$ cat src/hdl/priority_queue_with_patience_macros.svh
// assertion macros for the visitor priority queue
// no dependencies; included by modules that carry checks
`ifndef PRIORITY_QUEUE_WITH_PATIENCE_MACROS_SVH
`define PRIORITY_QUEUE_WITH_PATIENCE_MACROS_SVH

// same-cycle implication, disabled during reset
`define PQWP_ASSERT_NOW(label, clk, rst, cond, concl, msg) \
   label: assert property (@(posedge clk) disable iff (rst) (cond) |-> (concl)) \
      else $error(msg);

// next-cycle implication, disabled during reset
`define PQWP_ASSERT_NEXT(label, clk, rst, cond, concl, msg) \
   label: assert property (@(posedge clk) disable iff (rst) (cond) |=> (concl)) \
      else $error(msg);

`endif

$ cat src/hdl/pqwp_pkg.sv
// shared types and codes for the visitor priority queue
// used by pqwp_cell, pqwp_chain and priority_queue_with_patience
package pqwp_pkg;

   typedef struct packed {
      logic [15:0] id;
      logic [7:0]  prio;
      logic [7:0]  pat;
   } entry_type;

   typedef enum logic [1:0] {
      CELL_HOLD,
      CELL_INSERT,
      CELL_POP,
      CELL_TICK
   } cell_op_type;

   typedef struct packed {
      cell_op_type op;
      entry_type   new_entry;
   } cell_ctl_type;

   typedef enum logic [1:0] {
      KIND_ENQ  = 2'd0,
      KIND_DEQ  = 2'd1,
      KIND_TICK = 2'd2
   } kind_type;

   typedef enum logic [2:0] {
      STATUS_ENQUEUED  = 3'd0,
      STATUS_FULL      = 3'd1,
      STATUS_DEQUEUED  = 3'd2,
      STATUS_EMPTY     = 3'd3,
      STATUS_LEFT      = 3'd4,
      STATUS_NONE_LEFT = 3'd5
   } status_type;

   // most departures one tick may produce
   localparam int MAX_RES = 16;
   typedef logic [$clog2(MAX_RES)-1:0] drained_type;

   typedef logic [4:0] count_res_type;
   typedef logic [4:0] capacity_type;
   localparam capacity_type CAPACITY_RESET = 5'd16;

endpackage

$ cat src/hdl/pqwp_cell.sv
// one slot of the sorted systolic store
// depends on pqwp_pkg for the entry and control types
module pqwp_cell (
   input  logic                  clock,
   input  pqwp_pkg::cell_ctl_type ctl,
   input  pqwp_pkg::entry_type   left_entry,
   input  logic                  left_gt,
   input  pqwp_pkg::entry_type   right_entry,
   input  logic                  occupied,
   input  logic                  at_tail,
   output pqwp_pkg::entry_type   entry,
   output logic                  gt
);

   pqwp_pkg::entry_type entry_ff;
   pqwp_pkg::entry_type entry_in;

   // new entry goes ahead of this one
   assign gt    = occupied && (ctl.new_entry.prio < entry_ff.prio);
   assign entry = entry_ff;

   always_comb begin
      entry_in = entry_ff;
      case (ctl.op)
         pqwp_pkg::CELL_INSERT: begin
            if (left_gt) begin
               entry_in = left_entry;
            end else if (gt || at_tail) begin
               entry_in = ctl.new_entry;
            end
         end
         pqwp_pkg::CELL_POP: begin
            entry_in = right_entry;
         end
         pqwp_pkg::CELL_TICK: begin
            if (entry_ff.pat != 8'd0) begin
               entry_in.pat = entry_ff.pat - 8'd1;
            end
         end
         default: begin
            entry_in = entry_ff;
         end
      endcase
   end

   always_ff @(posedge clock) begin
      entry_ff <= entry_in;
   end

endmodule

$ cat src/hdl/pqwp_chain.sv
// row of pqwp_cell slots kept in priority order, head at slot 0
// depends on pqwp_pkg and pqwp_cell
module pqwp_chain #(
   parameter int DEPTH = 16,
   parameter int CW    = 5
) (
   input  logic                   clock,
   input  pqwp_pkg::cell_ctl_type ctl,
   input  logic [CW-1:0]          count,
   output pqwp_pkg::entry_type    head,
   output pqwp_pkg::entry_type    second
);

   pqwp_pkg::entry_type entry_w [DEPTH];
   logic                gt_w    [DEPTH];

   for (genvar i = 0; i < DEPTH; i++) begin : g_cell
      pqwp_pkg::entry_type left_w;
      pqwp_pkg::entry_type right_w;
      logic                left_gt_w;

      if (i == 0) begin : g_first
         assign left_w    = ctl.new_entry;
         assign left_gt_w = 1'b0;
      end else begin : g_inner
         assign left_w    = entry_w[i-1];
         assign left_gt_w = gt_w[i-1];
      end

      if (i == DEPTH - 1) begin : g_last
         assign right_w = entry_w[i];
      end else begin : g_mid
         assign right_w = entry_w[i+1];
      end

      pqwp_cell u_cell (
         .clock       (clock),
         .ctl         (ctl),
         .left_entry  (left_w),
         .left_gt     (left_gt_w),
         .right_entry (right_w),
         .occupied    (count > CW'(i)),
         .at_tail     (count == CW'(i)),
         .entry       (entry_w[i]),
         .gt          (gt_w[i])
      );
   end

   assign head   = entry_w[0];
   assign second = entry_w[1];

endmodule

$ cat src/hdl/priority_queue_with_patience.sv
// channel  | dir | handshake                | beat
// req      | in  | req_valid / req_ready    | kind, visitor id, priority, patience
// rsp      | out | rsp_valid / rsp_ready    | status, removed entry, count, last
// csr      | in  | csr_valid / csr_ready    | capacity
//
// enqueue and dequeue: result registered the next cycle after acceptance.
// tick: ages every slot, then pops one departure per result beat (up to 16),
//   or gives the no-departure result; departures pop the cell chain.
// a new request is taken only when idle and the result register is free or draining.
// reset: synchronous; empties the queue and sets capacity to 16, slots keep garbage.
// a stalled rsp holds the chain and the tick drain until the beat is taken.
//
// top level of the visitor priority queue; depends on pqwp_pkg, pqwp_chain
// and priority_queue_with_patience_macros.svh
`include "priority_queue_with_patience_macros.svh"

module priority_queue_with_patience #(
   parameter int DEPTH = 16
) (
   input  logic        clock,
   input  logic        reset,

   input  logic        req_valid,
   output logic        req_ready,
   input  logic [1:0]  req_kind,
   input  logic [15:0] req_visitor_id,
   input  logic [7:0]  req_priority_req,
   input  logic [7:0]  req_patience,

   output logic        rsp_valid,
   input  logic        rsp_ready,
   output logic [2:0]  rsp_status,
   output logic [15:0] rsp_visitor_id_res,
   output logic [7:0]  rsp_priority_res,
   output logic [7:0]  rsp_patience_res,
   output logic [4:0]  rsp_count,
   output logic        rsp_last,

   input  logic        csr_valid,
   output logic        csr_ready,
   input  logic [4:0]  csr_capacity
);

   localparam int CW = $clog2(DEPTH + 1);

   typedef enum logic {
      ST_IDLE,
      ST_DRAIN
   } state_type;

   state_type                state_ff, state_in;
   logic [CW-1:0]            count_ff, count_in;
   pqwp_pkg::drained_type    drained_ff, drained_in;
   pqwp_pkg::capacity_type   capacity_ff, capacity_in;
   logic                     rsp_valid_ff, rsp_valid_in;
   pqwp_pkg::status_type     rsp_status_ff, rsp_status_in;
   logic [15:0]              rsp_id_ff, rsp_id_in;
   logic [7:0]               rsp_prio_ff, rsp_prio_in;
   logic [7:0]               rsp_pat_ff, rsp_pat_in;
   pqwp_pkg::count_res_type  rsp_count_ff, rsp_count_in;
   logic                     rsp_last_ff, rsp_last_in;

   pqwp_pkg::cell_ctl_type   ctl;
   pqwp_pkg::entry_type      head;
   pqwp_pkg::entry_type      second;

   logic in_fire;
   logic rsp_free;
   logic full;
   logic head_due;
   logic next_due;

   assign rsp_free  = !rsp_valid_ff || rsp_ready;
   assign req_ready = (state_ff == ST_IDLE) && rsp_free;
   assign in_fire   = req_valid && req_ready;
   assign csr_ready = 1'b1;

   assign full     = (32'(count_ff) >= 32'(capacity_ff)) || (32'(count_ff) >= DEPTH);
   assign head_due = (count_ff != '0) && (head.pat == 8'd0);
   // slot 1 becomes the head after this pop; stop at the per-tick departure limit
   assign next_due = (count_ff > CW'(1)) && (second.pat == 8'd0)
                     && (drained_ff != pqwp_pkg::drained_type'(pqwp_pkg::MAX_RES - 1));

   pqwp_chain #(
      .DEPTH (DEPTH),
      .CW    (CW)
   ) u_chain (
      .clock  (clock),
      .ctl    (ctl),
      .count  (count_ff),
      .head   (head),
      .second (second)
   );

   always_comb begin
      state_in      = state_ff;
      count_in      = count_ff;
      drained_in    = drained_ff;
      capacity_in   = capacity_ff;
      rsp_valid_in  = rsp_valid_ff && !rsp_ready;
      rsp_status_in = rsp_status_ff;
      rsp_id_in     = rsp_id_ff;
      rsp_prio_in   = rsp_prio_ff;
      rsp_pat_in    = rsp_pat_ff;
      rsp_count_in  = rsp_count_ff;
      rsp_last_in   = rsp_last_ff;

      ctl.op        = pqwp_pkg::CELL_HOLD;
      ctl.new_entry = '{id: req_visitor_id, prio: req_priority_req, pat: req_patience};

      if (csr_valid && csr_ready) begin
         capacity_in = csr_capacity;
      end

      case (state_ff)
         ST_IDLE: begin
            if (in_fire) begin
               case (pqwp_pkg::kind_type'(req_kind))
                  pqwp_pkg::KIND_ENQ: begin
                     rsp_valid_in = 1'b1;
                     rsp_id_in    = '0;
                     rsp_prio_in  = '0;
                     rsp_pat_in   = '0;
                     rsp_last_in  = 1'b1;
                     if (full) begin
                        rsp_status_in = pqwp_pkg::STATUS_FULL;
                     end else begin
                        ctl.op        = pqwp_pkg::CELL_INSERT;
                        count_in      = count_ff + CW'(1);
                        rsp_status_in = pqwp_pkg::STATUS_ENQUEUED;
                     end
                     rsp_count_in = pqwp_pkg::count_res_type'(count_in);
                  end
                  pqwp_pkg::KIND_DEQ: begin
                     rsp_valid_in = 1'b1;
                     rsp_last_in  = 1'b1;
                     if (count_ff == '0) begin
                        rsp_status_in = pqwp_pkg::STATUS_EMPTY;
                        rsp_id_in     = '0;
                        rsp_prio_in   = '0;
                        rsp_pat_in    = '0;
                     end else begin
                        ctl.op        = pqwp_pkg::CELL_POP;
                        count_in      = count_ff - CW'(1);
                        rsp_status_in = pqwp_pkg::STATUS_DEQUEUED;
                        rsp_id_in     = head.id;
                        rsp_prio_in   = head.prio;
                        rsp_pat_in    = head.pat;
                     end
                     rsp_count_in = pqwp_pkg::count_res_type'(count_in);
                  end
                  pqwp_pkg::KIND_TICK: begin
                     // age every slot, departures follow in the drain state
                     ctl.op     = pqwp_pkg::CELL_TICK;
                     state_in   = ST_DRAIN;
                     drained_in = '0;
                  end
                  default: begin
                     // unused kind: taken, no result
                  end
               endcase
            end
         end
         ST_DRAIN: begin
            if (rsp_free) begin
               rsp_valid_in = 1'b1;
               if (head_due) begin
                  ctl.op        = pqwp_pkg::CELL_POP;
                  count_in      = count_ff - CW'(1);
                  drained_in    = drained_ff + 1'b1;
                  rsp_status_in = pqwp_pkg::STATUS_LEFT;
                  rsp_id_in     = head.id;
                  rsp_prio_in   = head.prio;
                  rsp_pat_in    = head.pat;
                  rsp_last_in   = !next_due;
                  if (!next_due) begin
                     state_in = ST_IDLE;
                  end
               end else begin
                  // only reached before the first departure
                  rsp_status_in = pqwp_pkg::STATUS_NONE_LEFT;
                  rsp_id_in     = '0;
                  rsp_prio_in   = '0;
                  rsp_pat_in    = '0;
                  rsp_last_in   = 1'b1;
                  state_in      = ST_IDLE;
               end
               rsp_count_in = pqwp_pkg::count_res_type'(count_in);
            end
         end
         default: begin
            state_in = ST_IDLE;
         end
      endcase
   end

   always_ff @(posedge clock) begin
      if (reset) begin
         state_ff      <= ST_IDLE;
         count_ff      <= '0;
         drained_ff    <= '0;
         capacity_ff   <= pqwp_pkg::CAPACITY_RESET;
         rsp_valid_ff  <= 1'b0;
         rsp_status_ff <= pqwp_pkg::STATUS_ENQUEUED;
         rsp_id_ff     <= '0;
         rsp_prio_ff   <= '0;
         rsp_pat_ff    <= '0;
         rsp_count_ff  <= '0;
         rsp_last_ff   <= 1'b0;
      end else begin
         state_ff      <= state_in;
         count_ff      <= count_in;
         drained_ff    <= drained_in;
         capacity_ff   <= capacity_in;
         rsp_valid_ff  <= rsp_valid_in;
         rsp_status_ff <= rsp_status_in;
         rsp_id_ff     <= rsp_id_in;
         rsp_prio_ff   <= rsp_prio_in;
         rsp_pat_ff    <= rsp_pat_in;
         rsp_count_ff  <= rsp_count_in;
         rsp_last_ff   <= rsp_last_in;
      end
   end

   assign rsp_valid          = rsp_valid_ff;
   assign rsp_status         = rsp_status_ff;
   assign rsp_visitor_id_res = rsp_id_ff;
   assign rsp_priority_res   = rsp_prio_ff;
   assign rsp_patience_res   = rsp_pat_ff;
   assign rsp_count          = rsp_count_ff;
   assign rsp_last           = rsp_last_ff;

   `PQWP_ASSERT_NOW(a_count_bound, clock, reset, 1'b1, 32'(count_ff) <= DEPTH, "count above depth")
   `PQWP_ASSERT_NEXT(a_tick_drains, clock, reset,
      in_fire && (req_kind == pqwp_pkg::KIND_TICK), state_ff == ST_DRAIN, "tick did not drain")
   `PQWP_ASSERT_NOW(a_left_zero, clock, reset,
      rsp_valid_ff && (rsp_status_ff == pqwp_pkg::STATUS_LEFT), rsp_pat_ff == 8'd0,
      "departed entry with patience left")
   `PQWP_ASSERT_NEXT(a_pop_count, clock, reset,
      ctl.op == pqwp_pkg::CELL_POP, count_ff == $past(count_ff) - CW'(1), "pop lost count")

endmodule
$ cat config.mk
export PLATFORM = sky130hd
export DESIGN_NAME = priority_queue_with_patience
export DESIGN_NICKNAME = d
export VERILOG_FILES = /design/src/hdl/pqwp_pkg.sv /design/src/hdl/pqwp_cell.sv /design/src/hdl/pqwp_chain.sv /design/src/hdl/priority_queue_with_patience.sv
export VERILOG_INCLUDE_DIRS = /design/src /design/src/hdl
export SDC_FILE = /design/constraint.sdc
export NUM_CORES = 1
export LEC_CHECK = 0
export BUFFER_PORTS_ARGS = -buffer_cell sky130_fd_sc_hd__buf_4
export CAP_MARGIN = 25
export CELL_PAD_IN_SITES_DETAIL_PLACEMENT = 1
export CELL_PAD_IN_SITES_GLOBAL_PLACEMENT = 1
export CORE_MARGIN = 1
export CORE_UTILIZATION = 46
export CTS_CLUSTER_SIZE = 30
export DETAILED_ROUTE_END_ITERATION = 6
export GPL_TIMING_DRIVEN = 0
export PLACE_DENSITY_LB_ADDON = 0.1
export SYNTH_ARGS = -nofsm -noshare
export SYNTH_HDL_FRONTEND = slang
export SYNTH_SLANG_ARGS = --single-unit
$ cat constraint.sdc
create_clock -name clock -period 4.9 [get_ports clock]
set_input_delay 0.98 -clock clock [delete_from_list [all_inputs] [get_ports clock]]
set_output_delay 0.98 -clock clock [all_outputs]
set_load 0.005 [all_outputs]
* Word level (Yosys, flattened, before mapping) *
Index checks and enable logic that the tools add are counted.

storage, ports and cells
  bits in registers = 564
  bits of input ports = 44
  output and inout port bits = 44

cells by class
  add/sub/neg operators = 19
  order comparisons = 34
  equality and inequality tests = 62
  mux-type cells = 137
  bitwise operators = 1
  reductions and logical operators = 105

operators with widths
  kind                 count
  $mux 32              31
  $pmux 24 s2          15
  $pmux 8 s3           15
  $mux 8               24
  $lt 8x8->1           16
  $reduce_bool 8->1    16
  $sub 8x1->8 const B  16
  $pmux 8 s2           5
  $mux 16              4
  $pmux 16 s2          2
  $reduce_and 3->1     18
  $ne 3x3->1 const B   15
  $eq 5x4->1 const B   8
  $gt 5x4->1 const B   8
  $ne 2x2->1 const B   19
  $reduce_and 2->1     16
  $mux 5               5
  $logic_and 1x1->1    22
  $eq 5x3->1 const B   4
  $gt 5x3->1 const B   4
  $pmux 5 s2           2
  $logic_or 1x1->1     18
  $logic_not 8->1      2
  $mux 1               16
  other kinds (33)     57

* Depth between registers and ports, before layout *
  depth after elaboration = 9
  mapped depth = 12
  depth with buffers taken out = 8

* Cells and area by module *
Synthesis repeated with hierarchy kept, for this count alone.

unflattened totals
  cells, all modules = 3418
  area, all modules = 35484.0 um2

by module, submodules not included
  module                        instances  cells an instance  area an instance (um2)
  pqwp_cell                     16         192                2048.2
  priority_queue_with_patience  1          294                2447.3
  pqwp_chain                    1          52                 265.3

* Least setup slack after synthesis *
OpenSTA, ideal clock, no wires.

  path kind = input-to-reg
  from = input port rsp_ready
  to = register u_chain.g_cell[0].u_cell.entry_ff, in the netlist u_chain.g_cell[0].u_cell.entry[0], enable pin
  setup time = 335 ps
  data arrival time = 4398 ps
  data required time = 4565 ps
  path slack = 167 ps
  stages on the path = 8
  buffers on the path = 2
  path through = nor2b_1 clkbuf_1 nor4_2 a311oi_1 clkbuf_1 nand2_1 o21ai_0 nand2b_1

between the ends
  word-level cells in the longest chain between the ends = 8
  elaborated cells between the ends (all ways) = 13
  classes of those cells = eq/ne: 5; mux: 3; reduce/logical: 5

ends and longest elaborated chain
  element                                                    line                                 text
  from (decl)                                                priority_queue_with_patience.sv:31   input logic rsp_ready,
  $logic_or 1x1->1 (*)                                       priority_queue_with_patience.sv:73   assign rsp_free = !rsp_valid_ff || rsp_ready;
  $logic_and 1x1->1                                          priority_queue_with_patience.sv:74   assign req_ready = (state_ff == ST_IDLE) && rsp_free;
  $logic_and 1x1->1                                          priority_queue_with_patience.sv:75   assign in_fire = req_valid && req_ready;
  $mux 2                                                     priority_queue_with_patience.sv:117  if (in_fire) begin
  $pmux 2 s2 (*)                                             priority_queue_with_patience.sv:115  case (state_ff)
  $eq 2x2->1 or $eq 2x1->1 (tied branches)                   pqwp_cell.sv:24                      case (ctl.op)
  $ne 2x2->1 (no line) or $reduce_bool 3->1 (tied branches)  n/a
  $reduce_and 3->1 (no line) (*)                             n/a
  to (signal assigned)                                       pqwp_cell.sv:47                      entry_ff <= entry_in;
  to (decl)                                                  pqwp_cell.sv:15                      pqwp_pkg::entry_type entry_ff;

Every way passes the cells marked *; elsewhere a longest branch is shown, timed or not.
A chain may end at the register's enable or synchronous reset.

==> results.md <==
* Final routed DRC violation total at 0
* Type of the worst setup path: register to register
* Maximum buffer depth of the clock tree at 3
* Die X at between 200 and 300 um
* Average cell area after synthesis at 10.3 um2
* Via count at 28700
* Maxcap violations at 0
* Post-Route Setup TNS at 0 ns
* Vias in the first global route at 29500
* Layout cells sized above 1 at 10.7%
* Overflow after GRT at 0
* Count of H-tree levels built during CTS at 3
* Post-Place Worst Slack at -0.469 ns
* Max-slew headroom at the worst pin at between 20% and 30%
* Placed Instance Area at 0.0351 mm2
* Number of stages on the worst hold path at 2
* Number of port buffers at 84
* Commonest register cell after synthesis: sky130_fd_sc_hd__edfxtp_1
* FP Rows at 97
* Initial core utilization at 46.7%
* # IOs at 88
* Sequential fraction of the synthesis area at 50.0%
* HPWL Detailed at 101000 um
* Worst hold-check path type: register to register
* Yosys warning count at 0
* Setup Viol. Count Final at 0
* Cell count after synthesis at between 3000 and 4000
* Leading post-synthesis cells by cell area: sky130_fd_sc_hd__edfxtp_1, sky130_fd_sc_hd__mux2i_1, sky130_fd_sc_hd__ha_1, sky130_fd_sc_hd__nand2_1, sky130_fd_sc_hd__o211ai_1
* Vert. Die Dim at roughly 270 um
* Total Nets Final at between 3000 and 4000
* Overall fraction of global-route tracks in use at about 36%
* Origin of the critical flop-to-flop path: rsp_count[0]
* Number of filler instances in the final layout at about 7600
* Leading post-synthesis cells by instance count: sky130_fd_sc_hd__edfxtp_1, sky130_fd_sc_hd__nand2_1, sky130_fd_sc_hd__nand3_1
* Max-slew violation count at 0
* Critical register-to-register path endpoint: u_chain.g_cell[12].u_cell.entry[23]
* Post-synthesis async set-or-reset flop share at 0%
* Clock tree from TritonCTS: yes
* Most instantiated library cell after synthesis: sky130_fd_sc_hd__edfxtp_1
* Gpl congestion at ~0.96
* Startpoint of the most critical hold path: drained_ff[1]
* Worst VDD drop at 295 uV
* Placed Cells incl. Taps at 4235
* Number of nets with antenna violations after routing at 0
* Maximum number of pins on one net before global-route repair at 26
* Least setup slack across all paths after layout at 0.0811 ns
* Highest clock rate at ~0.21 GHz
* Leakage dissipation at 0.0131 uW
* Routed WL at 132000 um
* Slew at the pin with the worst max-slew slack at 1.18 ns
* Final hold viol count at 0
* Antenna violations before repair at 6
* Flip-flop and latch count after synthesis at 564
* Share of Yosys cell area claimed by the top area cell type at 46.8%
* Area leader, netlist: sky130_fd_sc_hd__edfxtp_1
* Library cells used by synthesis at 70
* R2r worst-path depth at 12
* Global-route wire length before repair at 193000 um
* Total CTS buffers at 69
* Hold bufs inserted after CTS at 0
* Setup repair after global routing missed its margin: yes
* Cell chosen for the clock root: sky130_fd_sc_hd__clkbuf_16
* Number of sinks driven by the clock tree at approximately 560
* Final design area excluding fillers at 0.0372 mm2
* Max Used Layer: met5
* Number of flops mapped to enable cells by yosys at 512
* Period minus WS final at about 4.8 ns
* Data arrival time of the worst path at 5.12 ns
* Synth Net Count at 3365
* Met1 Wirelength at 56900 um
* Met2 Wirelength at 57200 um
* Routed length per placed instance at 30.1 um
* Routed length on met3 at 12500 um
* Total power per unit cell area at between 300 and 400 mW/mm2
* Growth of design area from synthesis to finish at 13.4%
* Critical path startpoint category: register
* DIE AREA at 0.0724 mm2
* Hold Slack at 0.485 ns
* Detailed-route vias per instance at 6.56
* Required time at the worst-slack endpoint at around 5.2 ns
* Clock latency at the later pin of the worst-skew pair at between 0.6 and 0.7 ns
* Result of the run: finished clean
* Setup slack, reg-to-reg at 0.08 ns
* Period utilisation layout at 98.3%
* TritonRoute pass-1 iters at 5
* Critical path endpoint category: register
* Clock-pin transition on the worst setup and hold timing paths at 0.06 ns
* Worst hold endpoint: drained_ff[1]
* Worst-path maximum fanout at 16
* Starting DRT DRC Count at 3441
* Core region area at approximately 0.070 mm2
* Final standard cell count with taps included and fillers excluded at ~4400
* Area of the mapped netlist at 0.0328 mm2
* Final clock skew at 0.0237 ns
cells in the final DEF, fill, tap and decap left out, types with 15 or more instances in the layout:
| master | netlist | routed |
|---|---|---|
| sky130_fd_sc_hd__a211o_1 | 15 | 15 |
| sky130_fd_sc_hd__a211oi_1 | 20 | 19 |
| sky130_fd_sc_hd__a21oi_1 | 37 | 36 |
| sky130_fd_sc_hd__a22oi_1 | 127 | 127 |
| sky130_fd_sc_hd__buf_1 | 37 | 37 |
| sky130_fd_sc_hd__buf_2 | 94 | 107 |
| sky130_fd_sc_hd__buf_4 | 1 | 91 |
| sky130_fd_sc_hd__clkbuf_1 | 133 | 157 |
| sky130_fd_sc_hd__clkbuf_16 | 0 | 71 |
| sky130_fd_sc_hd__dfxtp_1 | 52 | 52 |
| sky130_fd_sc_hd__edfxtp_1 | 512 | 512 |
| sky130_fd_sc_hd__ha_1 | 139 | 139 |
| sky130_fd_sc_hd__inv_1 | 156 | 156 |
| sky130_fd_sc_hd__mux2_2 | 26 | 26 |
| sky130_fd_sc_hd__mux2i_1 | 203 | 203 |
| sky130_fd_sc_hd__nand2_1 | 413 | 413 |
| sky130_fd_sc_hd__nand2b_1 | 16 | 16 |
| sky130_fd_sc_hd__nand3_1 | 252 | 252 |
| sky130_fd_sc_hd__nand4_1 | 30 | 30 |
| sky130_fd_sc_hd__nor2_1 | 114 | 103 |
| sky130_fd_sc_hd__nor3_1 | 49 | 48 |
| sky130_fd_sc_hd__nor4_1 | 19 | 19 |
| sky130_fd_sc_hd__o211ai_1 | 197 | 197 |
| sky130_fd_sc_hd__o21ai_0 | 212 | 209 |
| sky130_fd_sc_hd__o221ai_1 | 87 | 87 |
| sky130_fd_sc_hd__xnor2_1 | 47 | 47 |
| sky130_fd_sc_hd__xor2_1 | 51 | 51 |
critical path, stage by stage (launching register included):
cell	delay [ns]
sky130_fd_sc_hd__dfxtp_1	0.48
sky130_fd_sc_hd__buf_2	0.28
sky130_fd_sc_hd__inv_1	0.22
sky130_fd_sc_hd__ha_1	0.33
sky130_fd_sc_hd__nor4b_4	0.15
sky130_fd_sc_hd__buf_4	0.18
sky130_fd_sc_hd__or3_4	0.42
sky130_fd_sc_hd__o21bai_4	0.47
sky130_fd_sc_hd__buf_6	0.31
sky130_fd_sc_hd__a21oi_2	0.20
sky130_fd_sc_hd__clkbuf_1	0.51
sky130_fd_sc_hd__nor2_2	0.65
sky130_fd_sc_hd__buf_8	0.27
through the flow:
step | power [uW] | utilization [%]
finish | 13300 | 53.0
floorplan | 7310 | -
detailed placement | 8310 | 49.9
CTS | 13300 | 52.9
global placement | 8150 | 49.3
global route | 13600 | 53.0
routing by layer:
| layer | track usage, % | up-vias |
|---|---|---|
| met3 | 7.71 | 282 |
| met2 | 53.5 | 1484 |
| met4 | 13.0 | 4 |
| li1 | - | 12400 |
| met1 | 50.4 | 14500 |
| met5 | 0 | - |
worst max path at each step:
stage | start | endpoint | depth (start not counted)
4_1_cts | rsp_count[0] | u_chain.g_cell[9].u_cell.entry[6] | 11
3_3_place_gp | rsp_count[0] | u_chain.g_cell[0].u_cell.entry[0] | 10
5_1_grt | rsp_count[1] | u_chain.g_cell[14].u_cell.entry[26] | 11
6_report | rsp_count[0] | u_chain.g_cell[12].u_cell.entry[23] | 12
3_5_place_dp | rsp_count[0] | u_chain.g_cell[0].u_cell.entry[3] | 10
2_1_floorplan | rsp_ready | u_chain.g_cell[0].u_cell.entry[0] | 8
what timing repair did:
| item | 4_1_cts | 5_1_grt |
|---|---|---|
| endpoints found under the setup margin | 273 | 28 |
| resized for setup | 3 | 1 |
| setup buffers | 2 | 0 |
| gates cloned | 0 | 0 |
| pin swaps | 0 | 1 |
| endpoints found under the hold margin | 0 | 0 |
kinds of logic (layout without fill, tap and decap cells):
| family | count (synthesis) | after routing | synth area share [%] |
|---|---|---|---|
| other | 1 | 3 | 0.0114 |
| buffers and inverters | 422 | 666 | 5.22 |
| and+or+nand+nor | 961 | 961 | 13.6 |
| AOI/OAI and AO/OA | 768 | 768 | 16.2 |
| muxes | 229 | 229 | 7.08 |
| adders and majority gates | 139 | 139 | 5.30 |
| xor gates and xnor gates | 98 | 98 | 2.61 |
| DFF | 564 | 564 | 50.0 |
final cells by class:
type                       instances  area [um2]  area share, %
clock inverter                    25         194          0.521
multi-input combinational       2196       14800           39.8
sequential                       564       16400           44.1
antenna                            2        5.00         0.0134
buffer                           265        1120           3.02
clock buffer                     101        1930           5.18
inverter                         156         586           1.57
tap                              940        1180           3.16
timing repair buffer             119         996           2.67
flip-flops by register name, indices dropped and copies added, names as in the netlist:
name,cells
u_chain.g_cell.u_cell.entry,512
rsp_visitor_id_res,16
rsp_patience_res,8
rsp_priority_res,8
capacity_ff,5
rsp_count,5
drained_ff,4
rsp_status,3
rsp_last,1
rsp_valid,1
state_ff,1
where the power goes:
| group | total [uW] | internal, uW | switching, uW |
|---|---|---|---|
| clock network | 5000 | 2850 | 2160 |
| logic | 2370 | 792 | 1580 |
| registers | 5930 | 5690 | 249 |
No activity file was read; power rests on OpenSTA's default activity.
